==> config.mk <==
export PLATFORM = sky130hd
export DESIGN_NAME = fpcc_front
export DESIGN_NICKNAME = d
export VERILOG_FILES = /design/src/hdl/fpcc_pkg.sv /design/src/hdl/fpcc_front.sv
export SDC_FILE = /design/constraint.sdc
export NUM_CORES = 1
export LEC_CHECK = 0
export BUFFER_PORTS_ARGS = -buffer_cell sky130_fd_sc_hd__buf_4
export CAP_MARGIN = 0
export CORE_MARGIN = 10
export CORE_UTILIZATION = 50
export DETAILED_ROUTE_END_ITERATION = 16
export GPL_TIMING_DRIVEN = 0
export MAX_ROUTING_LAYER = met4
export PLACE_DENSITY = 0.83
export SLEW_MARGIN = 10
export SYNTH_ARGS = -nofsm -noshare
export SYNTH_HDL_FRONTEND = slang
export SYNTH_SLANG_ARGS = --single-unit
==> constraint.sdc <==
create_clock -name vclk -period 17.81
set_input_delay 2.6715 -clock vclk [all_inputs]
set_output_delay 2.6715 -clock vclk [all_outputs]
set_load 0.02 [all_outputs]
==> src/hdl/fpcc_pkg.sv <==
// Shared types, constants and tables for the fire pixel colour classifier.
package fpcc_pkg;

    localparam int COLOR_BITS = 8;
    localparam int SUM_W      = 10;
    localparam int XY_W       = 28;
    localparam int Z_W        = 21;
    localparam int REM_W      = 11;
    localparam int QUO_W      = 17;
    localparam int HUE_W      = 12;
    localparam int THR_W      = 24;

    localparam logic [4:0]  CORDIC_STEPS  = 5'd16;
    localparam logic [4:0]  ITER_STAGES   = 5'd17;
    localparam logic [16:0] SQRT3_Q16     = 17'd113512;
    localparam logic [12:0] HUE_HALF_TURN = 13'd2880;

    // Register indexes on the configuration port.
    localparam logic [2:0] REG_MOTION_GATE = 3'd0;
    localparam logic [2:0] REG_RED_THR     = 3'd1;
    localparam logic [2:0] REG_HUE_MAX     = 3'd2;
    localparam logic [2:0] REG_SUM_MIN     = 3'd3;
    localparam logic [2:0] REG_SAT_SLOPE   = 3'd4;

    // Configuration values as seen by the datapath.
    typedef struct packed {
        logic        motion_gate_enable;
        logic [7:0]  red_threshold;
        logic [8:0]  hue_max_degrees;
        logic [9:0]  intensity_sum_min;
        logic [15:0] saturation_slope;
    } fpcc_cfg_t;

    // Contents of one iteration stage: CORDIC vector and divider state.
    typedef struct packed {
        logic                    valid;
        logic                    rgb_ok;
        logic [SUM_W-1:0]        sum;
        logic [THR_W-1:0]        sat_thr;
        logic signed [XY_W-1:0]  x;
        logic signed [XY_W-1:0]  y;
        logic signed [Z_W-1:0]   z;
        logic [REM_W-1:0]        rem;
        logic [QUO_W-1:0]        quo;
    } fpcc_iter_t;

    // Arctangent of 2^-i in units of 1/4096 degree.
    function automatic logic signed [Z_W-1:0] atan_lut(input logic [4:0] idx);
        logic signed [Z_W-1:0] v;
        case (idx)
            5'd0:    v = 21'sd184320;
            5'd1:    v = 21'sd108810;
            5'd2:    v = 21'sd57492;
            5'd3:    v = 21'sd29184;
            5'd4:    v = 21'sd14649;
            5'd5:    v = 21'sd7331;
            5'd6:    v = 21'sd3667;
            5'd7:    v = 21'sd1833;
            5'd8:    v = 21'sd917;
            5'd9:    v = 21'sd458;
            5'd10:   v = 21'sd229;
            5'd11:   v = 21'sd115;
            5'd12:   v = 21'sd57;
            5'd13:   v = 21'sd29;
            5'd14:   v = 21'sd14;
            5'd15:   v = 21'sd7;
            default: v = 21'sd0;
        endcase
        return v;
    endfunction

endpackage

==> src/hdl/fpcc_front.sv <==
// Front end: colour rule, channel sum and set-up of the CORDIC and divider.
module fpcc_front (
    input  logic [7:0]           blue,
    input  logic [7:0]           green,
    input  logic [7:0]           red,
    input  logic                 motion,
    input  logic                 valid,
    input  fpcc_pkg::fpcc_cfg_t  cfg,
    output fpcc_pkg::fpcc_iter_t init
);

    logic signed [10:0] a_val;
    logic [7:0]         s_val;
    logic [24:0]        y_prod;
    logic [9:0]         sum;
    logic [9:0]         num;

    // Colour differences and the scaled vector for the hue angle.
    always_comb
    begin
        sum    = 10'(red) + 10'(green) + 10'(blue);
        num    = sum - 10'(10'(blue) * 10'd3);
        a_val  = $signed({2'b00, red, 1'b0}) - $signed({3'b000, green})
                 - $signed({3'b000, blue});
        s_val  = green - blue;
        y_prod = 25'(s_val) * 25'(fpcc_pkg::SQRT3_Q16);

        init.valid   = valid;
        init.rgb_ok  = (red > cfg.red_threshold) && (red >= green) && (green > blue)
                       && (motion || !cfg.motion_gate_enable);
        init.sum     = sum;
        init.sat_thr = 24'(8'hFF - red) * 24'(cfg.saturation_slope);
        init.x       = {a_val[10], a_val, 16'h0000};
        init.y       = $signed({3'b000, y_prod});
        init.z       = '0;
        init.rem     = {1'b0, num};
        init.quo     = '0;
    end

endmodule

Word-level counts from Yosys, hierarchy flattened. Index checks and enable logic that the tools add are counted.

Word-level logic and storage cells: 18. Input bits: 70. Flip-flop bits (word level): 0. Output and inout bits: 141.

Multipliers: 3. Order comparisons: 3. Add/sub/neg operators: 7. Reduce and logical (&&, ||, !) cells: 5.

Operator list (number): 9-bit by 17-bit multiplier with 24-bit output (1); 8-bit by 14-bit multiplier with 22-bit output, second input constant (1); 8-bit greater-than comparator (2); 10-bit by 9-bit subtractor with 11-bit output (1); 9-bit by 8-bit adder with 10-bit output (1); 8-bit by 2-bit multiplier with 10-bit output, second input constant (1); 10-bit subtractor (1); 9-bit by 8-bit subtractor with 10-bit output (1); 8-bit by 8-bit adder with 9-bit output (1); 8-bit by 8-bit subtractor with 9-bit output, first input constant (1); 8-bit >= comparator (1); 8-bit subtractor (1); 1-bit logical AND (3); 1-bit logical NOT (1); 1-bit logical OR (1).

Depth between registers and ports, before layout.
Depth after elaboration: 4. Mapped depth: 28. Mapped depth without buffers: 28.

Worst setup path after synthesis. Ideal clock, no wire load.

Path kind: input -> output. Start: input port green[0]. End: output port init[72] in the netlist's numbering. Cell stages on the path: 28. Path slack: 7.164 ns. Data arrival time: 7.974 ns. Path through: inv_1 -> ha_1 -> fa_1 -> inv_1 -> a21oi_1 -> o21bai_1 -> a21o_1 -> a21oi_1 -> xnor2_1 -> inv_1 -> ha_1 -> inv_1 -> ha_1 -> inv_1 -> fa_1 -> inv_1 -> fa_1 -> inv_1 -> fa_1 -> inv_1 -> ha_1 -> a21oi_1 -> o21ai_0 -> a41o_1 -> o311ai_1 -> o21ai_0 -> a21o_1 -> xor2_1.

RTL lines: start, declared (line fpcc_front.sv:4) `input logic [7:0] green,`; end, declared (line fpcc_front.sv:9) `output fpcc_pkg::fpcc_iter_t init`.

==> impl_metrics.json <==
{
  "status": "complete, no violations",
  "groute.usage.overall": 0.195,
  "yosysTopAreaCellShare": 0.285,
  "period_share": 0.647,
  "syn_area_per_cell_um2": 8.32,
  "yosys-top-cells-count": "244 x inv_1, 165 x ha_1, 132 x fa_1",
  "n_clock_buffer": 0,
  "crit_type": "in -> out",
  "grt_max_degree": 14,
  "yosys-top-cells-area": "fa_1 28%, ha_1 22%, inv_1 9.9%",
  "path_max_fanout": 7,
  "finalHoldViolCount": 0,
  "hold_path_class": "in -> out",
  "fp.dieH_um": 156,
  "fin_nets": 1674,
  "grt_pass1_vias": 8012,
  "grt_pass1_wl_mm": 38.9,
  "synth_seq_area_share": 0,
  "io_pins": 211,
  "drtPass1Iterations": 5,
  "die_w_um": 156,
  "design.core.area_mm2": 0.0181,
  "drtIter0Drc": 332,
  "crit_slowest_cell": "fa_1",
  "setup_violations": 0,
  "fp.dieArea_mm2": 0.0244,
  "fillers": 1622,
  "worst_path_most_repeated_cell": "inv_1",
  "startpoint_type": "input pin",
  "cp-end-kind": "output pin",
  "ant_nets": 0,
  "seq_cells": 0,
  "required_ns": 15.14,
  "drc": 0,
  "synth_top_cell_by_area": "fa_1",
  "gp_congestion": 0.937,
  "area_growth_pct": 16.0,
  "hold_slack_ns": 5.54,
  "synth_most_common_cell": "inv_1",
  "fmax_ghz": 0.0867,
  "portBuffers": 130,
  "viasPerCell": 5.04,
  "maxCapViolCount": 0,
  "post-cts-setup-buffer-count": 0,
  "drv_slew": 0,
  "yosys_warnings": 0,
  "wire_per_inst_um": 15.4,
  "routed_wl_mm": 23.7,
  "syn_inst": 1115,
  "slew_headroom": 0.457,
  "antenna_cells": 0,
  "ys_types": 62,
  "fin_util": 0.595,
  "tns_ns": 0,
  "drive_gt1_frac": 0.157,
  "antenna_found_initial": 0,
  "hpwlAfterDp_mm": 21.0,
  "start_util": 0.513,
  "synth_area_mm2": 0.00928,
  "fin_crit_ns": 11.53,
  "row_count": 49,
  "slowest_delay_ns": 0.49,
  "worstPathArrival_ns": 8.86,
  "rsz0062_at_grt": "no",
  "max_slew.worst_pin.slew_ns": 0.801,
  "detailroute.via_count": 7736,
  "seqCellArea_um2": 0,
  "grt-ovfl-total": 0,
  "holdBufCountCts": 0,
  "postCtsResizedCells": 0
}
==> cells in the final DEF (no fill, tap or decap), types with 4 or more instances in the layout <==
master    Yosys  routed
a21o_1       20      20
xnor2_1      45      45
and3_1        5       5
clkbuf_1      6       6
buf_4        64     194
nor2_1       47      47
o21bai_1      5       5
xor2_1       22      22
nand3_1       6       6
nor2b_1      88      88
a21oi_1      50      50
a211oi_1      5       5
conb_1        1      61
o21ai_0      31      31
inv_1       244     244
nand2_1      46      46
o21a_1       15      15
ha_1        165     165
nand2b_1     36      36
o31ai_1       5       5
nor3_1       12      12
or3_1         4       4
o31a_1        4       4
fa_1        132     132
a31oi_1       6       6
==> logic make-up (layout without fill, tap and decap cells) <==
family,Yosys count,in the layout,share of synthesized area
other cells,1,61,0.000404
compound gates,178,178,0.128
fa+ha+maj,297,297,0.507
xor+xnor,68,68,0.0657
buf+inv,317,447,0.154
simple gates,254,254,0.144
==> area by class of cell <==
| type | instances | area (um2) | share of cell area |
|---|---|---|---|
| multi-input cells | 858 | 8080 | 0.750 |
| repair buffers | 130 | 976 | 0.0906 |
| inverters | 244 | 916 | 0.0850 |
| plain buffers | 73 | 514 | 0.0478 |
| well taps | 229 | 287 | 0.0266 |
==> per-layer routing <==
metal,wire length [um],vias to the layer above,GRT usage
met5,0,-,-
met4,220,0,0.0139
met3,1380,17,0.0263
met2,11300,223,0.325
met1,10800,3679,0.257
li1,-,3817,-
==> per-stage QoR <==
step | cell area, um2 | std cells | worst slack (ns)
after floorplan | 9510 | 1175 | 7.16
after global placement | 10800 | 1534 | 6.38
after detailed placement | 10800 | 1534 | 6.27
after CTS | 10800 | 1534 | 6.24
after global routing | 10800 | 1534 | 5.85
final | 10800 | 1534 | 6.28
==> critical path, delay by kind of cell <==
kind,cells,cell delay [ns]
AO/OA/AOI/OAI,9,1.69
buffers and inverters,10,0.79
adder cells (fa/ha/maj),8,3.10
XOR/XNOR,2,0.58
==> final timing paths <==
check / slack, ns / start / depth (start not counted) / endpoint
worst max-delay path: 6.28 / green[0] / 29 / init[72]
worst min-delay path: 5.54 / valid / 2 / init[140]
Power is left out: the tool's default activity adds up to more than one toggle a clock period on the data nets, which glitch-free logic cannot reach.
