File: config.mk
export PLATFORM = sky130hd
export DESIGN_NAME = fpcc_iter_stage
export DESIGN_NICKNAME = d
export VERILOG_FILES = /design/src/hdl/fpcc_pkg.sv /design/src/hdl/fpcc_iter_stage.sv
export SDC_FILE = /design/constraint.sdc
export NUM_CORES = 1
export LEC_CHECK = 0
export BUFFER_PORTS_ARGS = -buffer_cell sky130_fd_sc_hd__buf_2
export CAP_MARGIN = 20
export CORE_MARGIN = 8
export CORE_UTILIZATION = 50
export DETAILED_ROUTE_END_ITERATION = 8
export GPL_TIMING_DRIVEN = 0
export PLACE_DENSITY = 0.7
export REMOVE_ABC_BUFFERS = 1
export SLEW_MARGIN = 20
export SYNTH_ARGS = -nofsm -noshare
export SYNTH_HDL_FRONTEND = slang
export SYNTH_SLANG_ARGS = --single-unit
File: constraint.sdc
create_clock -name vclk -period 27.5
set_input_delay 2.75 -clock vclk [all_inputs]
set_output_delay 2.75 -clock vclk [all_outputs]
set_load 0.01 [all_outputs]
File: src/hdl/fpcc_pkg.sv
// Shared types, constants and tables for the fire pixel colour classifier.
package fpcc_pkg;

    localparam int COLOR_BITS = 8;
    localparam int SUM_W      = 10;
    localparam int XY_W       = 28;
    localparam int Z_W        = 21;
    localparam int REM_W      = 11;
    localparam int QUO_W      = 17;
    localparam int HUE_W      = 12;
    localparam int THR_W      = 24;

    localparam logic [4:0]  CORDIC_STEPS  = 5'd16;
    localparam logic [4:0]  ITER_STAGES   = 5'd17;
    localparam logic [16:0] SQRT3_Q16     = 17'd113512;
    localparam logic [12:0] HUE_HALF_TURN = 13'd2880;

    // Register indexes on the configuration port.
    localparam logic [2:0] REG_MOTION_GATE = 3'd0;
    localparam logic [2:0] REG_RED_THR     = 3'd1;
    localparam logic [2:0] REG_HUE_MAX     = 3'd2;
    localparam logic [2:0] REG_SUM_MIN     = 3'd3;
    localparam logic [2:0] REG_SAT_SLOPE   = 3'd4;

    // Configuration values as seen by the datapath.
    typedef struct packed {
        logic        motion_gate_enable;
        logic [7:0]  red_threshold;
        logic [8:0]  hue_max_degrees;
        logic [9:0]  intensity_sum_min;
        logic [15:0] saturation_slope;
    } fpcc_cfg_t;

    // Contents of one iteration stage: CORDIC vector and divider state.
    typedef struct packed {
        logic                    valid;
        logic                    rgb_ok;
        logic [SUM_W-1:0]        sum;
        logic [THR_W-1:0]        sat_thr;
        logic signed [XY_W-1:0]  x;
        logic signed [XY_W-1:0]  y;
        logic signed [Z_W-1:0]   z;
        logic [REM_W-1:0]        rem;
        logic [QUO_W-1:0]        quo;
    } fpcc_iter_t;

    // Arctangent of 2^-i in units of 1/4096 degree.
    function automatic logic signed [Z_W-1:0] atan_lut(input logic [4:0] idx);
        logic signed [Z_W-1:0] v;
        case (idx)
            5'd0:    v = 21'sd184320;
            5'd1:    v = 21'sd108810;
            5'd2:    v = 21'sd57492;
            5'd3:    v = 21'sd29184;
            5'd4:    v = 21'sd14649;
            5'd5:    v = 21'sd7331;
            5'd6:    v = 21'sd3667;
            5'd7:    v = 21'sd1833;
            5'd8:    v = 21'sd917;
            5'd9:    v = 21'sd458;
            5'd10:   v = 21'sd229;
            5'd11:   v = 21'sd115;
            5'd12:   v = 21'sd57;
            5'd13:   v = 21'sd29;
            5'd14:   v = 21'sd14;
            5'd15:   v = 21'sd7;
            default: v = 21'sd0;
        endcase
        return v;
    endfunction

endpackage

File: src/hdl/fpcc_iter_stage.sv
// One iteration: a CORDIC vectoring step (only for steps below CORDIC_STEPS) and one restoring divider step.
module fpcc_iter_stage (
    input  logic [4:0]           step,
    input  fpcc_pkg::fpcc_iter_t cur,
    output fpcc_pkg::fpcc_iter_t nxt
);

    logic signed [fpcc_pkg::XY_W-1:0] xs;
    logic signed [fpcc_pkg::XY_W-1:0] ys;
    logic signed [fpcc_pkg::XY_W-1:0] y_neg;
    logic [fpcc_pkg::REM_W-1:0]       rem_sh;
    logic [fpcc_pkg::REM_W-1:0]       dvs;
    logic                             q_bit;

    always_comb
    begin
        nxt = cur;

        // The y shift truncates toward zero, so it works on the magnitude.
        y_neg = -cur.y;
        xs    = cur.x >>> step;
        ys    = cur.y[fpcc_pkg::XY_W-1] ? -(y_neg >>> step) : (cur.y >>> step);
        if (step < fpcc_pkg::CORDIC_STEPS)
        begin
            if (!cur.y[fpcc_pkg::XY_W-1])
            begin
                nxt.x = cur.x + ys;
                nxt.y = cur.y - xs;
                nxt.z = cur.z + fpcc_pkg::atan_lut(step);
            end
            else
            begin
                nxt.x = cur.x - ys;
                nxt.y = cur.y + xs;
                nxt.z = cur.z - fpcc_pkg::atan_lut(step);
            end
        end

        // The first step gives the integer bit, the rest the fraction.
        dvs    = {1'b0, cur.sum};
        rem_sh = (step == 5'd0) ? cur.rem : {cur.rem[fpcc_pkg::REM_W-2:0], 1'b0};
        q_bit  = (rem_sh >= dvs);
        nxt.rem = q_bit ? (rem_sh - dvs) : rem_sh;
        nxt.quo = {cur.quo[fpcc_pkg::QUO_W-2:0], q_bit};
    end

endmodule

## Yosys cells after proc, flatten, opt, wreduce, memory -nomap -nowiden

Memories as Yosys holds them, arrays and structs flattened.
Cells that the tools add are included.

| cells by class | value |
|---|---|
| shift operators | 3 |
| $add $sub $neg | 9 |
| magnitude comparators | 2 |
| reduce and logical (&&, ||, !) cells | 1 |
| muxes and demuxes | 11 |

Operators by type and width:

| operator | number |
|---|---|
| 77-bit two-way mux | 2 |
| 21-bit two-way mux | 6 |
| 28-bit by 5-bit >>> shifter with 28-bit output | 3 |
| 28-bit adder | 2 |
| 28-bit negator | 2 |
| 28-bit subtractor | 2 |
| 28-bit two-way mux | 1 |
| 11-bit two-way mux | 2 |
| 21-bit adder | 1 |
| 21-bit subtractor | 1 |
| 11-bit by 10-bit >= comparator with 1-bit output | 1 |
| 11-bit by 10-bit subtractor with 11-bit output | 1 |
| 5-bit logical NOT | 1 |
| 5-bit < comparator, second input constant | 1 |

| storage, ports and cells | value |
|---|---|
| input port bits | 146 |
| memories | 2 |
| output and inout bits | 141 |
| bits in read-only memories | 576 |
| register bits after elaboration | 0 |
| word-level logic and storage cells | 28 |

Memories:

| name | words | bits a word | rd ports | clocked after Yosys merged registers in | wr ports | line | source |
|---|---|---|---|---|---|---|---|
| (name not given) | 16 | 18 | 1 | 0 | 0 | fpcc_pkg.sv:50 | `case (idx)` |
| (name not given) | 16 | 18 | 1 | 0 | 0 | fpcc_pkg.sv:50 |  |

## Depth between registers and ports, before layout

| depth | value |
|---|---|
| depth in word-level cells | 7 |
| mapped depth | 41 |
| mapped depth without buffers | 37 |

## Worst setup path before layout

Ideal clock, no wire load.

| timing path | value |
|---|---|
| path kind | input-to-output |
| start point | input port step[0] |
| end point | output port nxt[103] (netlist bit) |
| stages on the path | 37 |
| setup slack | 14.692 ns |
| path buffers | 8 |
| required time | 24.750 ns |
| data arrival time | 10.058 ns |
| cells stage by stage | clkbuf_1 buf_2 buf_2 buf_2 buf_1 buf_1 buf_2 buf_2 mux4_2 nand2_1 o21a_1 o21ai_0 a21oi_1 nor2_1 a21o_1 inv_1 ha_1 inv_1 a2111o_1 nor4_1 nand4_1 inv_1 a21oi_1 a21o_1 ha_1 o21ai_0 nand2b_1 and3_1 a21oi_1 o21ai_0 a41o_1 o41ai_1 o21ai_0 or4_1 a31oi_1 xor2_1 o21ai_0 |

RTL lines:

| item | line | source |
|---|---|---|
| start, declared | fpcc_iter_stage.sv:3 | `input logic [4:0] step,` |
| end, declared | fpcc_iter_stage.sv:5 | `output fpcc_pkg::fpcc_iter_t nxt` |

==> PnR_summary.wiki <==
{| class="wikitable"
! Metric !! Value
|-
| Global-route wire length before repair || 81640 um
|-
| Largest fanout of any net on the critical path || 35
|-
| Global placement routability congestion || 0.9949
|-
| Largest net degree at the start of global routing || 128
|-
| Postcts setup bufs || 0
|-
| Number of antenna violations at the first check in global routing || 0
|-
| Final number of setup-violating endpoints || 0
|-
| Critical path endpoint category || primary output
|-
| Slowest stage cell on the critical path || sky130_fd_sc_hd__or4_2
|-
| Worst hold margin || 5500 ps
|-
| Worst-Margin Slew || 1068 ps
|-
| Minimum clock period after layout || 14700 ps
|-
| Arrival time of data at the critical path endpoint || 11950 ps
|-
| Combined buffer and inverter count along the critical path || 4
|-
| Top delay family on crit path || compound AO/OA/AOI/OAI gates
|-
| Post-CTS Resized || 0
|-
| Layout clock buffer count || 0
|-
| Critical path class || primary input to primary output
|-
| Grt ovf || 0
|-
| DRC violation total after the first TritonRoute iteration || 1954
|-
| Unrepaired setup endpoints after global routing || no
|-
| Most numerous cell types in the synthesized netlist || sky130_fd_sc_hd__nand2_1, sky130_fd_sc_hd__nor2_1, sky130_fd_sc_hd__o21ai_0
|-
| Element type at the critical path start || primary input
|-
| Core region area || 26800 um^2
|-
| Die width || 180.7 um
|-
| Sequential cell count of the final layout || 0
|-
| Dominant cell type by count on the critical path || sky130_fd_sc_hd__ha_1
|-
| Footprint of the flip-flops and latches || 0 um^2
|-
| Pwr per Cell Area || 29.70 nW/um^2
|-
| Maximum ir drop on the vdd rail || 0.00001631 V
|-
| CP Launch Point || cur[58]
|-
| Share of the clock period used by the worst path after layout || 53.45%
|-
| Area fraction of the dominant cell type after synthesis || 8.853%
|-
| Initial standard-cell utilization of the core || 50.63%
|-
| Stages on the worst setup path || 34
|-
| Capture point of the critical path || nxt[104]
|-
| Classification of the worst-slack hold path || primary input to primary output
|-
| Outcome || finished, final reports clean
|-
| Max-capacitance violation count || 0
|-
| Worst-case headroom to the max-slew limit || 28.72%
|-
| Distinct cell type count after synthesis || 94
|-
| Tot GR Track Use || 29.90%
|-
| Final routed DRC violation total || 0
|-
| Floorplan die area || 32660 um^2
|-
| Most repeated cell in the gate-level netlist after synthesis || sky130_fd_sc_hd__nand2_1
|-
| Total standard cell area after synthesis || 13570 um^2
|-
| Maximum cell stage delay along the critical path || 1050 ps
|-
| Max-slew violation count || 0
|-
| Overall via count from detail_route || 16200
|-
| Total power || 0.4216 mW
|-
| Diode insertion count for antenna repair || 0
|-
| CTS Hold Buffers Added || 0
|-
| Leakage || 5.871 nW
|-
| Synth top area cells || sky130_fd_sc_hd__ha_1, sky130_fd_sc_hd__nand2_1, sky130_fd_sc_hd__o21ai_0
|-
| 1st-pass router iterations || 6
|-
| Post-Syn Area per Cell || 6.495 um^2
|-
| Endpoints failing hold || 0
|-
| Layout cell share with drive strength beyond 1 || 15.30%
|-
| Vias in the first global route || 14986
|-
| F_max || 68.04 MHz
|-
| Cell count after synthesis || 2089
|-
| TNS Setup || 0 ps
|-
| Library cell occupying the most area in the post-synthesis netlist || sky130_fd_sc_hd__ha_1
|-
| Total Nets Final || 2340
|-
| Number of standard-cell rows in the floorplan || 60
|-
| Post-DP HPWL || 40370 um
|-
| Routed WL per cell || 21.37 um
|-
| Number of buffers inserted by port buffering || 202
|-
| WP data required || 24750 ps
|-
| Fraction of the yosys area taken by sequential cells || 0%
|-
| Area Overhead vs Synth || 4.629%
|-
| Yosys Warn Count || 0
|-
| Antenna-violating nets left || 0
|-
| Total detailed-routing wirelength || 52000 um
|-
| I/O pin cnt || 287
|-
| Vertical die dimension || 180.7 um
|-
| Number of vias per cell after detailed routing || 6.658
|}
## placed cells by master, fill, tap and decap left out, types with 9 or more instances in the layout
cell type	synthesis	final
sky130_fd_sc_hd__o41ai_1	11	11
sky130_fd_sc_hd__mux4_2	34	34
sky130_fd_sc_hd__nand2b_1	23	23
sky130_fd_sc_hd__nor2b_1	19	19
sky130_fd_sc_hd__a21o_1	23	23
sky130_fd_sc_hd__nor3_1	67	67
sky130_fd_sc_hd__o21bai_1	13	13
sky130_fd_sc_hd__mux2_2	32	32
sky130_fd_sc_hd__o21a_1	25	25
sky130_fd_sc_hd__o22ai_1	13	13
sky130_fd_sc_hd__nor2_1	175	172
sky130_fd_sc_hd__or3_1	29	29
sky130_fd_sc_hd__a211oi_1	33	33
sky130_fd_sc_hd__nand3_1	46	46
sky130_fd_sc_hd__and2_1	27	27
sky130_fd_sc_hd__xnor2_1	91	91
sky130_fd_sc_hd__and3_1	31	31
sky130_fd_sc_hd__o21ai_0	171	171
sky130_fd_sc_hd__inv_1	76	72
sky130_fd_sc_hd__a21boi_0	9	9
sky130_fd_sc_hd__mux2i_1	53	53
sky130_fd_sc_hd__o211ai_1	32	32
sky130_fd_sc_hd__nand2_1	277	277
sky130_fd_sc_hd__nor4_1	29	28
sky130_fd_sc_hd__o31ai_1	28	28
sky130_fd_sc_hd__ha_1	96	96
sky130_fd_sc_hd__buf_2	9	196
sky130_fd_sc_hd__a31oi_1	38	38
sky130_fd_sc_hd__xor2_1	50	50
sky130_fd_sc_hd__a21oi_1	127	127
sky130_fd_sc_hd__or4_1	18	17
sky130_fd_sc_hd__nand4_1	20	20
sky130_fd_sc_hd__or2_2	13	13
## per-layer routing
metal / routed length (um) / share of wire, % / vias to the layer above / track usage (%)
met5: 45 / 0.087 / - / 1.382
met4: 1084 / 2.1 / 2 / 5.026
met3: 6583 / 13 / 100 / 9.509
met2: 22000 / 42 / 912 / 46.49
met1: 22290 / 43 / 7492 / 40.18
li1: - / - / 7694 / -
## where the power goes
group          switching [mW]  internal [mW]
Sequential                  0              0
Clock                       0              0
Combinational           0.251          0.171
## how the worst min path moves through the flow
stage / cells past startpoint / endpoint / start / slack (ps)
2_1_floorplan: 0 / nxt[105] / cur[105] / 5500
3_3_place_gp: 0 / nxt[108] / cur[108] / 5500
3_5_place_dp: 0 / nxt[108] / cur[108] / 5500
4_1_cts: 0 / nxt[108] / cur[108] / 5500
5_1_grt: 0 / nxt[121] / cur[121] / 5500
6_report: 0 / nxt[108] / cur[108] / 5500
## cell families (layout without fill, tap and decap cells)
kind of cell	after synthesis	in the layout	synth area share, %
compound gates	636	636	30.60
xor+xnor	141	141	9.102
simple gates	811	811	29.05
mux	120	120	12.32
fa+ha+maj	100	100	9.443
buf+inv	281	284	9.489
## metrics by stage
stage                     instances  util [%]  worst slack, ps  instance area, um^2
after CTS                      2433     52.96            12870                14190
after floorplan                1885         -            14560                12570
after global routing           2433     52.97            12120                14200
after global placement         2428     52.26            10700                14010
final                          2433     52.97            12800                14200
after detailed placement       2433     52.96            12930                14190
## cell type report
type / count / area (um^2)
inverter: 77 / 292.8
multi-input combinational: 1808 / 12300
tap: 341 / 426.7
timing repair buffer: 207 / 1175
fill: 2757 / 12600
(Power assumes the default switching activity.)
